### src/lfpid_pkg.sv
`default_nettype none
package lfpid_pkg;

   localparam int SAMPLE_BITS_DEF    = 10;
   localparam int GAIN_FRAC_BITS_DEF = 12;

   localparam int GAIN_W  = 16;
   localparam int OPA_W   = GAIN_W + 1;
   localparam int OPB_W   = 32;
   localparam int PROD_W  = OPA_W + OPB_W;
   localparam int ACC_W   = PROD_W + 3;
   localparam int ERR_W   = 18;
   localparam int DER_W   = ERR_W + 1;
   localparam int INT_W   = 32;
   localparam int PID_W   = 11;
   localparam int LR_W    = PID_W + 2;
   localparam int DUTY_W  = 8;
   localparam int TGT_W   = 10;
   localparam int BASE_W  = 7;
   localparam int PORT_W  = 16;

   localparam int CSR_IDX_W  = 3;
   localparam int CSR_DATA_W = 16;

   localparam logic signed [ERR_W-1:0]  ERR_MAX    = 18'sh1FFFF;
   localparam logic signed [ERR_W-1:0]  ERR_MIN    = -18'sh20000;
   localparam logic signed [PID_W-1:0]  PID_LIMIT  = 11'sd1000;
   localparam logic signed [DUTY_W-1:0] DUTY_LIMIT = 8'sd100;

   localparam logic [7:0] RED_MIN_R = 8'd200;
   localparam logic [7:0] RED_MAX_G = 8'd40;
   localparam logic [7:0] RED_MAX_B = 8'd30;
   localparam logic [7:0] YEL_MIN_R = 8'd200;
   localparam logic [7:0] YEL_MIN_G = 8'd150;
   localparam logic [7:0] YEL_MAX_B = 8'd40;

   typedef enum logic [1:0] {
      EV_NONE   = 2'd0,
      EV_RED    = 2'd1,
      EV_YELLOW = 2'd2
   } color_event_type;

   typedef enum logic [CSR_IDX_W-1:0] {
      REG_TARGET_LEVEL = 3'd0,
      REG_PROP_GAIN    = 3'd1,
      REG_INTEG_GAIN   = 3'd2,
      REG_DERIV_GAIN   = 3'd3,
      REG_SUM_SCALE    = 3'd4,
      REG_BASE_SPEED   = 3'd5,
      REG_OWN_PORT     = 3'd6
   } csr_index_type;

   typedef struct packed {
      logic [TGT_W-1:0]  target_level;
      logic [GAIN_W-1:0] prop_gain;
      logic [GAIN_W-1:0] integ_gain;
      logic [GAIN_W-1:0] deriv_gain;
      logic [GAIN_W-1:0] sum_scale;
      logic [BASE_W-1:0] base_speed;
      logic [PORT_W-1:0] own_port;
   } cfg_type;

   typedef struct packed {
      logic mul_en;
      logic acc_load;
      logic acc_add;
   } mac_ctl_type;

endpackage
`default_nettype wire

### src/lfpid_ifs.sv
`default_nettype none
interface lfpid_req_if #(
   parameter int SAMPLE_BITS = lfpid_pkg::SAMPLE_BITS_DEF
);
   logic                     valid;
   logic                     ready;
   logic [SAMPLE_BITS-1:0]   red_raw;
   logic [SAMPLE_BITS-1:0]   green_raw;
   logic [SAMPLE_BITS-1:0]   blue_raw;
   logic                     grant_flag;
   logic [lfpid_pkg::PORT_W-1:0] granted_port;

   modport source (output valid, red_raw, green_raw, blue_raw, grant_flag, granted_port,
                   input ready);
   modport sink   (input valid, red_raw, green_raw, blue_raw, grant_flag, granted_port,
                   output ready);
endinterface

interface lfpid_rsp_if;
   logic                             valid;
   logic                             ready;
   logic signed [lfpid_pkg::DUTY_W-1:0] left_duty;
   logic signed [lfpid_pkg::DUTY_W-1:0] right_duty;
   logic                             mark_flag;
   logic                             stop_motors;
   logic [1:0]                       color_event;

   modport source (output valid, left_duty, right_duty, mark_flag, stop_motors, color_event,
                   input ready);
   modport sink   (input valid, left_duty, right_duty, mark_flag, stop_motors, color_event,
                   output ready);
endinterface
`default_nettype wire

### src/lfpid_csr.sv
`default_nettype none
module lfpid_csr (
   input  wire logic                                clock,
   input  wire logic                                reset,
   input  wire logic                                csr_we,
   input  wire logic [lfpid_pkg::CSR_IDX_W-1:0]     csr_index,
   input  wire logic [lfpid_pkg::CSR_DATA_W-1:0]    csr_wdata,
   output lfpid_pkg::cfg_type                       cfg_ff
);

   lfpid_pkg::cfg_type cfg_in;

   always_comb begin
      cfg_in = cfg_ff;
      if (csr_we) begin
         unique case (csr_index)
            lfpid_pkg::REG_TARGET_LEVEL: begin
               cfg_in.target_level = csr_wdata[lfpid_pkg::TGT_W-1:0];
            end
            lfpid_pkg::REG_PROP_GAIN: begin
               cfg_in.prop_gain = csr_wdata;
            end
            lfpid_pkg::REG_INTEG_GAIN: begin
               cfg_in.integ_gain = csr_wdata;
            end
            lfpid_pkg::REG_DERIV_GAIN: begin
               cfg_in.deriv_gain = csr_wdata;
            end
            lfpid_pkg::REG_SUM_SCALE: begin
               cfg_in.sum_scale = csr_wdata;
            end
            lfpid_pkg::REG_BASE_SPEED: begin
               cfg_in.base_speed = csr_wdata[lfpid_pkg::BASE_W-1:0];
            end
            lfpid_pkg::REG_OWN_PORT: begin
               cfg_in.own_port = csr_wdata;
            end
            default: begin
               cfg_in = cfg_ff;
            end
         endcase
      end
   end

   always_ff @(posedge clock) begin
      if (reset) begin
         cfg_ff.target_level <= 10'd60;
         cfg_ff.prop_gain    <= 16'd1638;
         cfg_ff.integ_gain   <= 16'd0;
         cfg_ff.deriv_gain   <= 16'd0;
         cfg_ff.sum_scale    <= 16'd410;
         cfg_ff.base_speed   <= 7'd30;
         cfg_ff.own_port     <= 16'd0;
      end else begin
         cfg_ff <= cfg_in;
      end
   end

endmodule
`default_nettype wire

### src/lfpid_mac.sv
`default_nettype none
module lfpid_mac (
   input  wire logic                                   clock,
   input  wire lfpid_pkg::mac_ctl_type                 ctl,
   input  wire logic signed [lfpid_pkg::OPA_W-1:0]     op_a,
   input  wire logic signed [lfpid_pkg::OPB_W-1:0]     op_b,
   output logic signed [lfpid_pkg::PROD_W-1:0]         prod_ff,
   output logic signed [lfpid_pkg::ACC_W-1:0]          acc_ff
);

   logic signed [lfpid_pkg::PROD_W-1:0] prod_in;
   logic signed [lfpid_pkg::ACC_W-1:0]  acc_in;

   always_comb begin
      prod_in = op_a * op_b;
      acc_in  = acc_ff;
      if (ctl.acc_load) begin
         acc_in = lfpid_pkg::ACC_W'(prod_ff);
      end else if (ctl.acc_add) begin
         acc_in = acc_ff + lfpid_pkg::ACC_W'(prod_ff);
      end
   end

   always_ff @(posedge clock) begin
      if (ctl.mul_en) begin
         prod_ff <= prod_in;
      end
      acc_ff <= acc_in;
   end

endmodule
`default_nettype wire

### src/line_follow_pid_with_color_stop_core.sv
// Requests are taken only in IDLE; each passes through SCALE, ERR, MULP, MULI, MULD,
// SUM, FIN (which waits for the output register); a single 17x32 multiplier is used
// four times per item (brightness scale, then P, I and D products) under the sequencer.
// A response waiting in the output register does not block the next request.
// Reset is synchronous and active high; it restores the register defaults and clears
// the integral, the previous error, the red mark flag and all handshake state.
`default_nettype none
module line_follow_pid_with_color_stop_core #(
   parameter int SAMPLE_BITS    = lfpid_pkg::SAMPLE_BITS_DEF,
   parameter int GAIN_FRAC_BITS = lfpid_pkg::GAIN_FRAC_BITS_DEF
) (
   input  wire logic                             clock,
   input  wire logic                             reset,
   lfpid_req_if.sink                             req_ch,
   lfpid_rsp_if.source                           rsp_ch,
   input  wire logic                             csr_we,
   input  wire logic [lfpid_pkg::CSR_IDX_W-1:0]  csr_index,
   input  wire logic [lfpid_pkg::CSR_DATA_W-1:0] csr_wdata
);

   localparam int SUM_W    = SAMPLE_BITS + 2;
   localparam int SCALED_W = lfpid_pkg::PROD_W - GAIN_FRAC_BITS;
   localparam int DIFF_W   = lfpid_pkg::PROD_W + 1;
   localparam int ERR_W    = lfpid_pkg::ERR_W;
   localparam int INT_W    = lfpid_pkg::INT_W;
   localparam int DER_W    = lfpid_pkg::DER_W;
   localparam int ACC_W    = lfpid_pkg::ACC_W;
   localparam int PID_W    = lfpid_pkg::PID_W;
   localparam int LR_W     = lfpid_pkg::LR_W;
   localparam int DUTY_W   = lfpid_pkg::DUTY_W;
   localparam int OPA_W    = lfpid_pkg::OPA_W;
   localparam int OPB_W    = lfpid_pkg::OPB_W;

   typedef enum logic [7:0] {
      ST_IDLE  = 8'b0000_0001,
      ST_SCALE = 8'b0000_0010,
      ST_ERR   = 8'b0000_0100,
      ST_MULP  = 8'b0000_1000,
      ST_MULI  = 8'b0001_0000,
      ST_MULD  = 8'b0010_0000,
      ST_SUM   = 8'b0100_0000,
      ST_FIN   = 8'b1000_0000
   } state_type;

   lfpid_pkg::cfg_type     cfg;
   lfpid_pkg::mac_ctl_type mac_ctl;

   logic signed [OPA_W-1:0]              op_a;
   logic signed [OPB_W-1:0]              op_b;
   logic signed [lfpid_pkg::PROD_W-1:0]  prod_ff;
   logic signed [ACC_W-1:0]              acc_ff;

   state_type                state_ff, state_in;
   logic [SUM_W-1:0]         sum_ff, sum_in;
   logic signed [ERR_W-1:0]  err_ff, err_in;
   logic signed [ERR_W-1:0]  prev_err_ff, prev_err_in;
   logic signed [INT_W-1:0]  integ_ff, integ_in;
   logic signed [DER_W-1:0]  deriv_ff, deriv_in;
   logic                     mark_ff, mark_in;
   logic                     stop_ff, stop_in;
   lfpid_pkg::color_event_type event_ff, event_in;

   logic                     rsp_valid_ff, rsp_valid_in;
   logic signed [DUTY_W-1:0] left_ff, left_in;
   logic signed [DUTY_W-1:0] right_ff, right_in;
   logic                     out_mark_ff, out_mark_in;
   logic                     out_stop_ff, out_stop_in;
   logic [1:0]               out_event_ff, out_event_in;

   logic                     accept;
   logic                     red_hit;
   logic                     yel_hit;
   logic [SCALED_W-1:0]      scaled;
   logic signed [DIFF_W-1:0] diff;
   logic signed [ERR_W-1:0]  err_c;
   logic signed [INT_W:0]    isum;
   logic signed [ACC_W-1:0]  pid_wide;
   logic signed [PID_W-1:0]  pid_c;
   logic signed [LR_W-1:0]   left_w;
   logic signed [LR_W-1:0]   right_w;
   logic                     out_free;

   lfpid_csr u_csr (
      .clock     (clock),
      .reset     (reset),
      .csr_we    (csr_we),
      .csr_index (csr_index),
      .csr_wdata (csr_wdata),
      .cfg_ff    (cfg)
   );

   lfpid_mac u_mac (
      .clock   (clock),
      .ctl     (mac_ctl),
      .op_a    (op_a),
      .op_b    (op_b),
      .prod_ff (prod_ff),
      .acc_ff  (acc_ff)
   );

   assign req_ch.ready = (state_ff == ST_IDLE);
   assign accept       = req_ch.valid && req_ch.ready;
   assign out_free     = !rsp_valid_ff || rsp_ch.ready;

   // Mark detection works on raw sample values.
   assign red_hit = (req_ch.red_raw >= SAMPLE_BITS'(lfpid_pkg::RED_MIN_R))
                 && (req_ch.green_raw <= SAMPLE_BITS'(lfpid_pkg::RED_MAX_G))
                 && (req_ch.blue_raw <= SAMPLE_BITS'(lfpid_pkg::RED_MAX_B));
   assign yel_hit = (req_ch.red_raw >= SAMPLE_BITS'(lfpid_pkg::YEL_MIN_R))
                 && (req_ch.green_raw > SAMPLE_BITS'(lfpid_pkg::YEL_MIN_G))
                 && (req_ch.blue_raw <= SAMPLE_BITS'(lfpid_pkg::YEL_MAX_B));

   // Error path: the scaled sum is never negative, so the low product bits drop off.
   always_comb begin
      scaled = prod_ff[lfpid_pkg::PROD_W-1:GAIN_FRAC_BITS];
      diff   = signed'(DIFF_W'(cfg.target_level)) - signed'(DIFF_W'(scaled));
      if (diff > DIFF_W'(lfpid_pkg::ERR_MAX)) begin
         err_c = lfpid_pkg::ERR_MAX;
      end else if (diff < DIFF_W'(lfpid_pkg::ERR_MIN)) begin
         err_c = lfpid_pkg::ERR_MIN;
      end else begin
         err_c = diff[ERR_W-1:0];
      end
      isum = (INT_W+1)'(integ_ff) + (INT_W+1)'(err_c);
   end

   // Output path: floor shift of the accumulated sum, then the two clamps.
   always_comb begin
      pid_wide = acc_ff >>> GAIN_FRAC_BITS;
      if (pid_wide > ACC_W'(lfpid_pkg::PID_LIMIT)) begin
         pid_c = lfpid_pkg::PID_LIMIT;
      end else if (pid_wide < -ACC_W'(lfpid_pkg::PID_LIMIT)) begin
         pid_c = -lfpid_pkg::PID_LIMIT;
      end else begin
         pid_c = pid_wide[PID_W-1:0];
      end
      left_w  = signed'(LR_W'(cfg.base_speed)) - LR_W'(pid_c);
      right_w = signed'(LR_W'(cfg.base_speed)) + LR_W'(pid_c);
      if (left_w > LR_W'(lfpid_pkg::DUTY_LIMIT)) begin
         left_in = lfpid_pkg::DUTY_LIMIT;
      end else if (left_w < -LR_W'(lfpid_pkg::DUTY_LIMIT)) begin
         left_in = -lfpid_pkg::DUTY_LIMIT;
      end else begin
         left_in = left_w[DUTY_W-1:0];
      end
      if (right_w > LR_W'(lfpid_pkg::DUTY_LIMIT)) begin
         right_in = lfpid_pkg::DUTY_LIMIT;
      end else if (right_w < -LR_W'(lfpid_pkg::DUTY_LIMIT)) begin
         right_in = -lfpid_pkg::DUTY_LIMIT;
      end else begin
         right_in = right_w[DUTY_W-1:0];
      end
   end

   always_comb begin
      state_in     = state_ff;
      sum_in       = sum_ff;
      err_in       = err_ff;
      prev_err_in  = prev_err_ff;
      integ_in     = integ_ff;
      deriv_in     = deriv_ff;
      mark_in      = mark_ff;
      stop_in      = stop_ff;
      event_in     = event_ff;
      rsp_valid_in = rsp_valid_ff && !rsp_ch.ready;
      out_mark_in  = out_mark_ff;
      out_stop_in  = out_stop_ff;
      out_event_in = out_event_ff;
      mac_ctl      = '0;
      op_a         = '0;
      op_b         = '0;
      unique case (state_ff)
         ST_IDLE: begin
            if (accept) begin
               sum_in = SUM_W'(req_ch.red_raw) + SUM_W'(req_ch.green_raw)
                      + SUM_W'(req_ch.blue_raw);
               event_in = lfpid_pkg::EV_NONE;
               if (red_hit) begin
                  mark_in  = 1'b1;
                  event_in = lfpid_pkg::EV_RED;
               end
               if (yel_hit) begin
                  mark_in  = 1'b0;
                  event_in = lfpid_pkg::EV_YELLOW;
               end
               stop_in = !req_ch.grant_flag && mark_in
                      && (req_ch.granted_port == cfg.own_port);
               state_in = ST_SCALE;
            end
         end
         ST_SCALE: begin
            mac_ctl.mul_en = 1'b1;
            op_a           = signed'({1'b0, cfg.sum_scale});
            op_b           = signed'(OPB_W'(sum_ff));
            state_in       = ST_ERR;
         end
         ST_ERR: begin
            err_in      = err_c;
            prev_err_in = err_c;
            deriv_in    = DER_W'(err_c) - DER_W'(prev_err_ff);
            if (isum[INT_W] != isum[INT_W-1]) begin
               integ_in = isum[INT_W] ? {1'b1, {(INT_W-1){1'b0}}}
                                      : {1'b0, {(INT_W-1){1'b1}}};
            end else begin
               integ_in = isum[INT_W-1:0];
            end
            state_in = ST_MULP;
         end
         ST_MULP: begin
            mac_ctl.mul_en = 1'b1;
            op_a           = signed'({1'b0, cfg.prop_gain});
            op_b           = OPB_W'(err_ff);
            state_in       = ST_MULI;
         end
         ST_MULI: begin
            mac_ctl.mul_en   = 1'b1;
            mac_ctl.acc_load = 1'b1;
            op_a             = signed'({1'b0, cfg.integ_gain});
            op_b             = OPB_W'(integ_ff);
            state_in         = ST_MULD;
         end
         ST_MULD: begin
            mac_ctl.mul_en  = 1'b1;
            mac_ctl.acc_add = 1'b1;
            op_a            = signed'({1'b0, cfg.deriv_gain});
            op_b            = OPB_W'(deriv_ff);
            state_in        = ST_SUM;
         end
         ST_SUM: begin
            mac_ctl.acc_add = 1'b1;
            state_in        = ST_FIN;
         end
         ST_FIN: begin
            // Hold here until the output register can take the new transaction.
            if (out_free) begin
               rsp_valid_in = 1'b1;
               out_mark_in  = mark_ff;
               out_stop_in  = stop_ff;
               out_event_in = event_ff;
               state_in     = ST_IDLE;
            end
         end
         default: begin
            state_in = ST_IDLE;
         end
      endcase
   end

   always_ff @(posedge clock) begin
      if (reset) begin
         state_ff     <= ST_IDLE;
         rsp_valid_ff <= 1'b0;
         prev_err_ff  <= '0;
         integ_ff     <= '0;
         mark_ff      <= 1'b0;
      end else begin
         state_ff     <= state_in;
         rsp_valid_ff <= rsp_valid_in;
         prev_err_ff  <= prev_err_in;
         integ_ff     <= integ_in;
         mark_ff      <= mark_in;
      end
   end

   always_ff @(posedge clock) begin
      sum_ff       <= sum_in;
      err_ff       <= err_in;
      deriv_ff     <= deriv_in;
      stop_ff      <= stop_in;
      event_ff     <= event_in;
      out_mark_ff  <= out_mark_in;
      out_stop_ff  <= out_stop_in;
      out_event_ff <= out_event_in;
      if (state_ff == ST_FIN && out_free) begin
         left_ff  <= left_in;
         right_ff <= right_in;
      end
   end

   assign rsp_ch.valid       = rsp_valid_ff;
   assign rsp_ch.left_duty   = left_ff;
   assign rsp_ch.right_duty  = right_ff;
   assign rsp_ch.mark_flag   = out_mark_ff;
   assign rsp_ch.stop_motors = out_stop_ff;
   assign rsp_ch.color_event = out_event_ff;

   a_busy_after_accept: assert property (@(posedge clock) disable iff (reset)
      accept |=> !req_ch.ready)
      else $error("request accepted while a transaction is still in progress");

   a_no_overwrite: assert property (@(posedge clock) disable iff (reset)
      (state_ff == ST_FIN && rsp_valid_ff && !rsp_ch.ready) |=> (state_ff == ST_FIN))
      else $error("pending response would be overwritten");

   a_duty_range: assert property (@(posedge clock) disable iff (reset)
      rsp_valid_ff |-> (left_ff <= lfpid_pkg::DUTY_LIMIT && left_ff >= -lfpid_pkg::DUTY_LIMIT
                     && right_ff <= lfpid_pkg::DUTY_LIMIT
                     && right_ff >= -lfpid_pkg::DUTY_LIMIT))
      else $error("motor duty outside the clamp range");

   a_stop_needs_mark: assert property (@(posedge clock) disable iff (reset)
      (rsp_valid_ff && out_stop_ff) |-> out_mark_ff)
      else $error("stop raised without the red mark flag");

endmodule
`default_nettype wire

### src/flat_wrapper.sv
// flat-port wrapper written by rule: the top's interface ports become plain ports
module line_follow_pid_with_color_stop_core_flat 
#(
   parameter int SAMPLE_BITS    = lfpid_pkg::SAMPLE_BITS_DEF,
   parameter int GAIN_FRAC_BITS = lfpid_pkg::GAIN_FRAC_BITS_DEF
)
  (clock, reset, csr_we, csr_index, csr_wdata, req_ch_valid, req_ch_red_raw, req_ch_green_raw, req_ch_blue_raw, req_ch_grant_flag, req_ch_granted_port, req_ch_ready, rsp_ch_valid, rsp_ch_left_duty, rsp_ch_right_duty, rsp_ch_mark_flag, rsp_ch_stop_motors, rsp_ch_color_event, rsp_ch_ready);
  lfpid_req_if #(.SAMPLE_BITS(SAMPLE_BITS)) req_ch_i ();
  lfpid_rsp_if rsp_ch_i ();
  input  wire logic clock;
  input  wire logic reset;
  input  wire logic csr_we;
  input  wire logic [lfpid_pkg::CSR_IDX_W-1:0] csr_index;
  input  wire logic [lfpid_pkg::CSR_DATA_W-1:0] csr_wdata;
  input wire logic [$bits(req_ch_i.valid)-1:0] req_ch_valid;
  input wire logic [$bits(req_ch_i.red_raw)-1:0] req_ch_red_raw;
  input wire logic [$bits(req_ch_i.green_raw)-1:0] req_ch_green_raw;
  input wire logic [$bits(req_ch_i.blue_raw)-1:0] req_ch_blue_raw;
  input wire logic [$bits(req_ch_i.grant_flag)-1:0] req_ch_grant_flag;
  input wire logic [$bits(req_ch_i.granted_port)-1:0] req_ch_granted_port;
  output wire logic [$bits(req_ch_i.ready)-1:0] req_ch_ready;
  output wire logic [$bits(rsp_ch_i.valid)-1:0] rsp_ch_valid;
  output wire logic [$bits(rsp_ch_i.left_duty)-1:0] rsp_ch_left_duty;
  output wire logic [$bits(rsp_ch_i.right_duty)-1:0] rsp_ch_right_duty;
  output wire logic [$bits(rsp_ch_i.mark_flag)-1:0] rsp_ch_mark_flag;
  output wire logic [$bits(rsp_ch_i.stop_motors)-1:0] rsp_ch_stop_motors;
  output wire logic [$bits(rsp_ch_i.color_event)-1:0] rsp_ch_color_event;
  input wire logic [$bits(rsp_ch_i.ready)-1:0] rsp_ch_ready;
  assign req_ch_i.valid = req_ch_valid;
  assign req_ch_i.red_raw = req_ch_red_raw;
  assign req_ch_i.green_raw = req_ch_green_raw;
  assign req_ch_i.blue_raw = req_ch_blue_raw;
  assign req_ch_i.grant_flag = req_ch_grant_flag;
  assign req_ch_i.granted_port = req_ch_granted_port;
  assign req_ch_ready = req_ch_i.ready;
  assign rsp_ch_valid = rsp_ch_i.valid;
  assign rsp_ch_left_duty = rsp_ch_i.left_duty;
  assign rsp_ch_right_duty = rsp_ch_i.right_duty;
  assign rsp_ch_mark_flag = rsp_ch_i.mark_flag;
  assign rsp_ch_stop_motors = rsp_ch_i.stop_motors;
  assign rsp_ch_color_event = rsp_ch_i.color_event;
  assign rsp_ch_i.ready = rsp_ch_ready;
  line_follow_pid_with_color_stop_core #(.SAMPLE_BITS(SAMPLE_BITS), .GAIN_FRAC_BITS(GAIN_FRAC_BITS)) u_core (.clock(clock), .reset(reset), .req_ch(req_ch_i), .rsp_ch(rsp_ch_i), .csr_we(csr_we), .csr_index(csr_index), .csr_wdata(csr_wdata));
endmodule
### config.mk
export PLATFORM = sky130hd
export DESIGN_NAME = line_follow_pid_with_color_stop_core_flat
export DESIGN_NICKNAME = d
export VERILOG_FILES = /design/src/lfpid_pkg.sv /design/src/lfpid_ifs.sv /design/src/lfpid_csr.sv /design/src/lfpid_mac.sv /design/src/line_follow_pid_with_color_stop_core.sv /design/src/flat_wrapper.sv
export SDC_FILE = /design/constraint.sdc
export NUM_CORES = 2
export LEC_CHECK = 0
export BUFFER_PORTS_ARGS = -buffer_cell sky130_fd_sc_hd__buf_2
export CORE_ASPECT_RATIO = 0.5
export CORE_UTILIZATION = 37
export CTS_BUF_LIST = sky130_fd_sc_hd__clkbuf_4 sky130_fd_sc_hd__clkbuf_8 sky130_fd_sc_hd__clkbuf_16
export DETAILED_ROUTE_END_ITERATION = 16
export PLACE_DENSITY_LB_ADDON = 0.2
export SLEW_MARGIN = 0
export SYNTH_ARGS = -nofsm -noshare
export SYNTH_HDL_FRONTEND = slang
export SYNTH_HIERARCHICAL = 1
export SYNTH_SLANG_ARGS = --single-unit
### constraint.sdc
create_clock -name clock -period 8.1 [get_ports clock]
set_clock_uncertainty 0.2 [all_clocks]
set_input_delay 0.81 -clock clock [delete_from_list [all_inputs] [get_ports clock]]
set_output_delay 0.81 -clock clock [all_outputs]
set_load 0.03 [all_outputs]
Yosys cells after proc, flatten, opt, wreduce, memory -nomap -nowiden
Cells that the tools add are included.
{"block": "classes", "n_eq_ne": 18, "reduce_logical": 29, "mux": 25, "mul": 1, "add_sub_neg": 8, "order_cmp": 13}
{"operator": "$pmux W32 S4", "n": 1}
{"operator": "$mux W52", "n": 2}
{"operator": "$mux W32", "n": 2}
{"operator": "$pmux W16 S4", "n": 1}
{"operator": "$pmux W8 S8", "n": 1}
{"operator": "$add A52 B49 Y52", "n": 1}
{"operator": "$gt A50 B18 Y1 const B", "n": 1}
{"operator": "$lt A50 B18 Y1 const B", "n": 1}
{"operator": "$mul A17 B32 Y49", "n": 1}
{"operator": "$gt A40 B11 Y1 const B", "n": 1}
{"operator": "$lt A40 B11 Y1 const B", "n": 1}
{"operator": "$sub A10 B37 Y38", "n": 1}
{"operator": "$mux W18", "n": 2}
{"operator": "$add A32 B18 Y33", "n": 1}
{"operator": "$mux W8", "n": 4}
{"operator": "$gt A13 B8 Y1 const B", "n": 2}
{"operator": "$lt A13 B8 Y1 const B", "n": 2}
{"operator": "$mux W11", "n": 2}
{"operator": "$le A10 B6 Y1 const B", "n": 2}
{"operator": "$reduce_and A2 Y1", "n": 10}
{"operator": "$sub A18 B18 Y19", "n": 1}
{"operator": "$eq A16 B16 Y1", "n": 1}
{"operator": "$add A12 B10 Y12", "n": 1}
{"operator": "$add A8 B11 Y12", "n": 1}
{"operator": "other kinds (27)", "n": 51}
{"block": "totals", "reg_bits": 330, "in_bits": 71, "elab_cells": 120}

Depth between registers and ports, before layout
{"block": "depth", "word_depth": 9, "ltp_mapped": 31}

By module
The synthesis kept the hierarchy.
{"mod": "lfpid_mac", "instances": 1, "cells_per_inst": 2738, "area_per_inst_um2": 25299.3}
{"mod": "line_follow_pid_with_color_stop_core", "instances": 1, "cells_per_inst": 1298, "area_per_inst_um2": 11158.2}
{"mod": "lfpid_csr", "instances": 1, "cells_per_inst": 354, "area_per_inst_um2": 3843.7}

Worst setup path before layout
No wires, ideal clock.
{"block": "synth_path", "path_type": "flip-flop to flip-flop", "start": "reg u_core.state_ff[4]", "end": "reg u_core/u_mac/prod_ff[45] (netlist bit), data pin", "period_less_slack_ps": 8247, "path_buffers": 3, "arrival_time_ps": 7787, "path_stages_with_launch": 27, "setup_time_ps": 260, "required_ps": 7640, "slack_ps": -147, "path_cell_list": "dfxtp_1 nor4_1 nand2_1 nor3b_1 clkbuf_1 a22oi_1 nand2_1 clkbuf_1 nand2_1 inv_1 fa_1 fa_1 fa_1 fa_1 fa_1 inv_1 fa_1 inv_1 ha_1 clkbuf_1 a21o_1 a21o_1 a221o_1 a21o_1 a21o_1 a221oi_2 xnor2_1"}
{"block": "synth_via", "elab_chain_cells": 3}
{"item": "start, declared", "line": "line_follow_pid_with_color_stop_core.sv:53", "source": "state_type state_ff, state_in;"}
{"item": "start signal, assigned", "line": "line_follow_pid_with_color_stop_core.sv:257", "source": "state_ff <= state_in;"}
{"item": "$eq A8 B6 Y1, or another cell as far along", "line": "line_follow_pid_with_color_stop_core.sv:172", "source": "unique case (state_ff)"}
{"item": "$pmux W16 S4 *", "line": "line_follow_pid_with_color_stop_core.sv:172"}
{"item": "named net u_core.op_a[2]", "line": "line_follow_pid_with_color_stop_core.sv:48", "source": "logic signed [OPA_W-1:0] op_a;"}
{"item": "$mul A17 B32 Y49 *", "line": "lfpid_mac.sv:15", "source": "prod_in = op_a * op_b;"}
{"item": "named net u_core.u_mac.prod_in, one bit", "line": "lfpid_mac.sv:11", "source": "logic signed [lfpid_pkg::PROD_W-1:0] prod_in;"}
{"item": "end signal, assigned", "line": "lfpid_mac.sv:26", "source": "prod_ff <= prod_in;"}
{"item": "end, declared", "line": "lfpid_mac.sv:7", "source": "output logic signed [lfpid_pkg::PROD_W-1:0] prod_ff,"}
The timed path passes the listed nets; every way through them passes the cells marked *.
A chain may end at the register's enable or synchronous reset.

Worst setup path in the final report
{"block": "layout_path", "start": "reg u_core.state_ff[7]", "end": "reg u_core/u_mac/prod_ff[42] (netlist bit), data pin"}
Same word-level chain as after synthesis.

==> impl_summary.txt <==
----------------------------------------------------
[Floorplan]
  Die extent in x ... 469 microns
  Row Count ... 85
  DIE AREA ... 110000 sq um
  Count of boundary I/O pins ... 93
  Placeable Area ... 108000 sq um
  Starting density of the core ... 37.4%
  Chip height ... 235 microns

[Worst setup path]
  CP Max Fanout ... 15
  Number of cells traversed by the worst register-to-register path ... 26
  Critical-path cell with the highest stage delay ... fa_1
  Crit. Startpoint ... u_core/state_ff[7]
  Arrival time at the worst endpoint ... 8.03 ns
  Family with the most delay on the worst path ... adder cells
  Crit Reg-Reg Startpoint ... u_core/state_ff[7]
  Required time of the worst setup path ... 8.22 ns
  Delay of the slowest cell on the worst path ... 0.57 ns
  Critical path class ... reg2reg
  End of the worst register-to-register path ... u_core/u_mac/prod_ff[42]
  Slack of the worst reg-to-reg path ... 0.18 ns
  Bufs and invs on worst path ... 5
  Category of the worst setup path launch point ... flip-flop
  Endpoint type of the worst setup path ... flip-flop
  Top cell by count, worst path ... fa_1

[Place]
  Cell count after placement ... 5943
  Dpl ws ... -0.158 ns
  DP Wirelength ... 90.6 mm
  Total of buffers placed on input and output ports ... 92
  Routability congestion estimate ... 0.898

[Clock tree]
  Num CTS Buffers ... 38
  Clock insertion delay at the later pin of the skew report ... 0.60 ns
  Max clock buf depth ... 3
  CTS tree ... built
  Clock root buffer master ... clkbuf_16
  H-Tree Depth ... 2
  Clock edge transition at the registers on the reported setup and hold paths ... 0.07 ns
  CTS sink cnt ... 330

[Drt]
  Number of vias per cell after detailed routing ... 5.17
  Residual DRC ... 0
  Starting DRC count in detailed routing ... 2049
  Drt first pass iters ... 5
  DR WL/cell ... 18.6 microns
  Detailed-route via count ... 31300
  Routed Antenna Nets ... 0
  Drt total wl ... 112 mm

[Flow run]
  Reported max-cap violation count ... 0

[Layout]
  Commonest non-fill, non-tap cells in the layout ... inv_1, fa_1, nand2_1, and2_1, nor2_1
  Count of non-filler cells in the finished layout ... 6041
  Fill cell count ... 10600
  Antenna Cells ... 0
  Area grow syn2layout ... 15.0%
  Multi-input gate area in the final layout ... 29300 sq um
  Layout cells sized above 1 ... 12.3%
  Area of all sequential standard cells ... 8350 sq um
  Nets@finish ... 5438
  Most common cell after layout, fill and taps aside ... inv_1

[Logic synthesis]
  Post-synth design cell area ... 40300 sq um
  Instance count of the mapped netlist ... 4390
  Number of distinct library cells after synthesis ... 103
  YS warnings ... 6
  Register bit count reported by yosys ... 330
  Main combinational cell family by area after synthesis ... adder cells
  Async set-or-reset flop fraction in the synthesized netlist ... 0%
  Area fraction in and, or, nand and nor cells after synthesis ... 16.9%
  Synthesized-area fraction occupied by adder cells ... 35.2%
  Main flop type after synthesis ... edfxtp_1
  Share of the synthesized netlist area taken by xor and xnor gates ... 3.91%
  EDFF count, synth ... 173
  Synth Area in Compound Gates ... 12.6%
  Average cell area after synthesis ... 9.18 sq um
  Multiplexer fraction of the synthesized cell area ... 2.64%
  Sequential fraction of the synthesis area ... 20.7%

[Worst hold path]
  Class of the most critical hold timing path ... reg2reg
  Number of cells on the worst hold path ... 0
  HP Start ... u_core/event_ff[0]
  Hold-critical path endpoint ... u_core/rsp_ch.color_event[0]

[Timing]
  Minimum clock period ... 7.92 ns
  Slew Viols, Final ... 0
  Transition time at the pin with the least slew margin ... 1.32 ns
  Smallest setup slack after layout ... 0.182 ns
  F_max ... 126 MHz
  RSZ-0062 raised after global routing ... yes
  Final setup violation count ... 0
  Period utilisation layout ... 97.8%
  Worst slew margin relative to its limit ... 11.4%
  Final number of hold-violating endpoints ... 0

[Global route]
  Number of antenna violations at the first check in global routing ... 4
  Met3 GRT Util ... 2.50%
  First-pass GRT wire length ... 180 mm
  Number of global-route vias before repair ... 32300
  Pin count of the biggest net entering global routing ... 73
  Grt peak-use layer ... met2
  Gr ovfl total ... 0
  Met1 track demand over resource ... 29.8%
  Met2 global-route usage ... 32.5%
  GRT Overall Usage ... 20.6%

[Outcome]
  Run status ... finished clean

[Power and ir drop]
  Total power after layout ... 4340 uW
  Leak pwr ... 0.0213 uW
  Ratio of total power to cell area ... 93.6 nW/um^2
  Peak VDD IR ... 109 uV

----------------------------------------------------
==> final cells by class <==
class | instances | area share (%)
Multi-Input combinational cell | 3218 | 63.3
Sequential cell | 330 | 18.0
Timing Repair Buffer | 336 | 6.42
Inverter | 655 | 5.31
Tap cell | 1435 | 3.87
Clock buffer | 46 | 2.35
Clock inverter | 21 | 0.721
==> where the power goes <==
part / total (uW) / internal (uW) / switching, uW
registers: 1830 / 1800 / 34.4
clock network: 1980 / 1190 / 788
logic: 526 / 220 / 306
==> state kept, by name, indices dropped and copies added, names as in the netlist, 2 cells and up <==
register                   count
u_core/u_mac/prod_ff          49
u_core/deriv_ff               19
u_core/event_ff                2
u_core/rsp_ch.left_duty        8
u_core/u_csr/cfg_ff           97
u_core/state_ff                8
u_core/integ_ff               32
u_core/u_mac/acc_ff           52
u_core/rsp_ch.right_duty       8
u_core/sum_ff                 12
u_core/err_ff                 18
u_core/rsp_ch.color_event      2
u_core/prev_err_ff            18
==> logic make-up after synthesis <==
family | count (synthesis)
compound gates | 743
xor+xnor | 180
fa+ha+maj | 816
buf+inv | 847
flops | 330
mux | 106
other cells | 1
simple gates | 1367
==> worst max path at each step <==
stage	to	slack [ns]	cells past startpoint
after floorplan	u_core/u_mac/prod_ff[34]	0.05	28
after global placement	u_core/u_mac/prod_ff[47]	-0.15	29
after detailed placement	u_core/u_mac/prod_ff[46]	-0.16	27
after CTS	u_core/u_mac/prod_ff[42]	0.01	27
after global routing	u_core/u_mac/prod_ff[42]	-0.13	29
final	u_core/u_mac/prod_ff[42]	0.18	26
==> metal layers <==
metal	part of all wire [%]	up-vias
met1	48	15700
met2	45	625
met5	0	-
li1	-	14800
met3	4.8	128
met4	2.7	0
==> cells in the mapped netlist, drive strengths merged, types with 9 or more instances <==
cell type / count / share of area [%]
a21o: 110 / 2.1
o31a: 13 / 0.28
a211oi: 62 / 1.2
o41ai: 14 / 0.39
nand4: 35 / 0.54
o21bai: 20 / 0.37
maj3: 28 / 0.70
clkbuf: 162 / 1.5
nor2b: 28 / 0.43
o21a: 30 / 0.56
nand2b: 132 / 2.0
mux2i: 104 / 2.6
a21oi: 167 / 2.1
a31oi: 24 / 0.41
xnor2: 118 / 2.6
o21ai: 142 / 1.8
inv: 655 / 6.1
nand3b: 13 / 0.24
and2: 246 / 3.8
nor2: 242 / 2.3
dfxtp: 157 / 7.8
o31ai: 12 / 0.26
xor2: 62 / 1.3
edfxtp: 173 / 13
nand3: 45 / 0.56
ha: 250 / 7.8
a22oi: 56 / 1.0
buf: 30 / 0.47
nor4: 23 / 0.37
nor3: 41 / 0.52
and3: 21 / 0.33
fa: 538 / 27
o211ai: 18 / 0.34
nand2: 480 / 4.5
nand4b: 9 / 0.20
==> worst register-to-register path: stages, from the launching register on <==
cell and delay [ns]:
dfxtp_4 0.36, nor4_2 0.27, buf_4 0.16, nand2_1 0.11
nor2_2 0.19, buf_4 0.28, a22oi_1 0.18, nand2_2 0.13
buf_12 0.14, buf_4 0.21, nand2_1 0.09, fa_1 0.50
fa_1 0.45, fa_1 0.51, inv_1 0.07, fa_1 0.51
fa_1 0.57, fa_1 0.46, ha_4 0.28, a21oi_2 0.14
o21ai_2 0.07, o31a_1 0.34, or4b_4 0.52, o211a_4 0.27
or2_4 0.28, a221oi_2 0.25, xnor2_1 0.11
==> stage by stage <==
step	TNS (ns)	cell area, sq um	hold WS, ns	util, %
after detailed placement	-0.602	43800	0.216	40.6
after global routing	-0.598	46300	0.229	43.0
after global placement	-0.490	43800	0.203	40.6
after floorplan	0	40300	0.200	-
after CTS	0	45300	0.223	42.0
final	0	46300	0.217	43.0
==> what timing repair did <==
| item | 4_1_cts | 5_1_grt |
|---|---|---|
| gates resized for setup | 23 | 180 |
| gates cloned | 2 | 5 |
| pin swaps | 4 | 78 |
| setup endpoints to repair | 10 | 18 |
| setup buffers | 3 | 21 |
| hold buffers | 0 | 0 |
No activity file was read; power rests on OpenSTA's default activity.
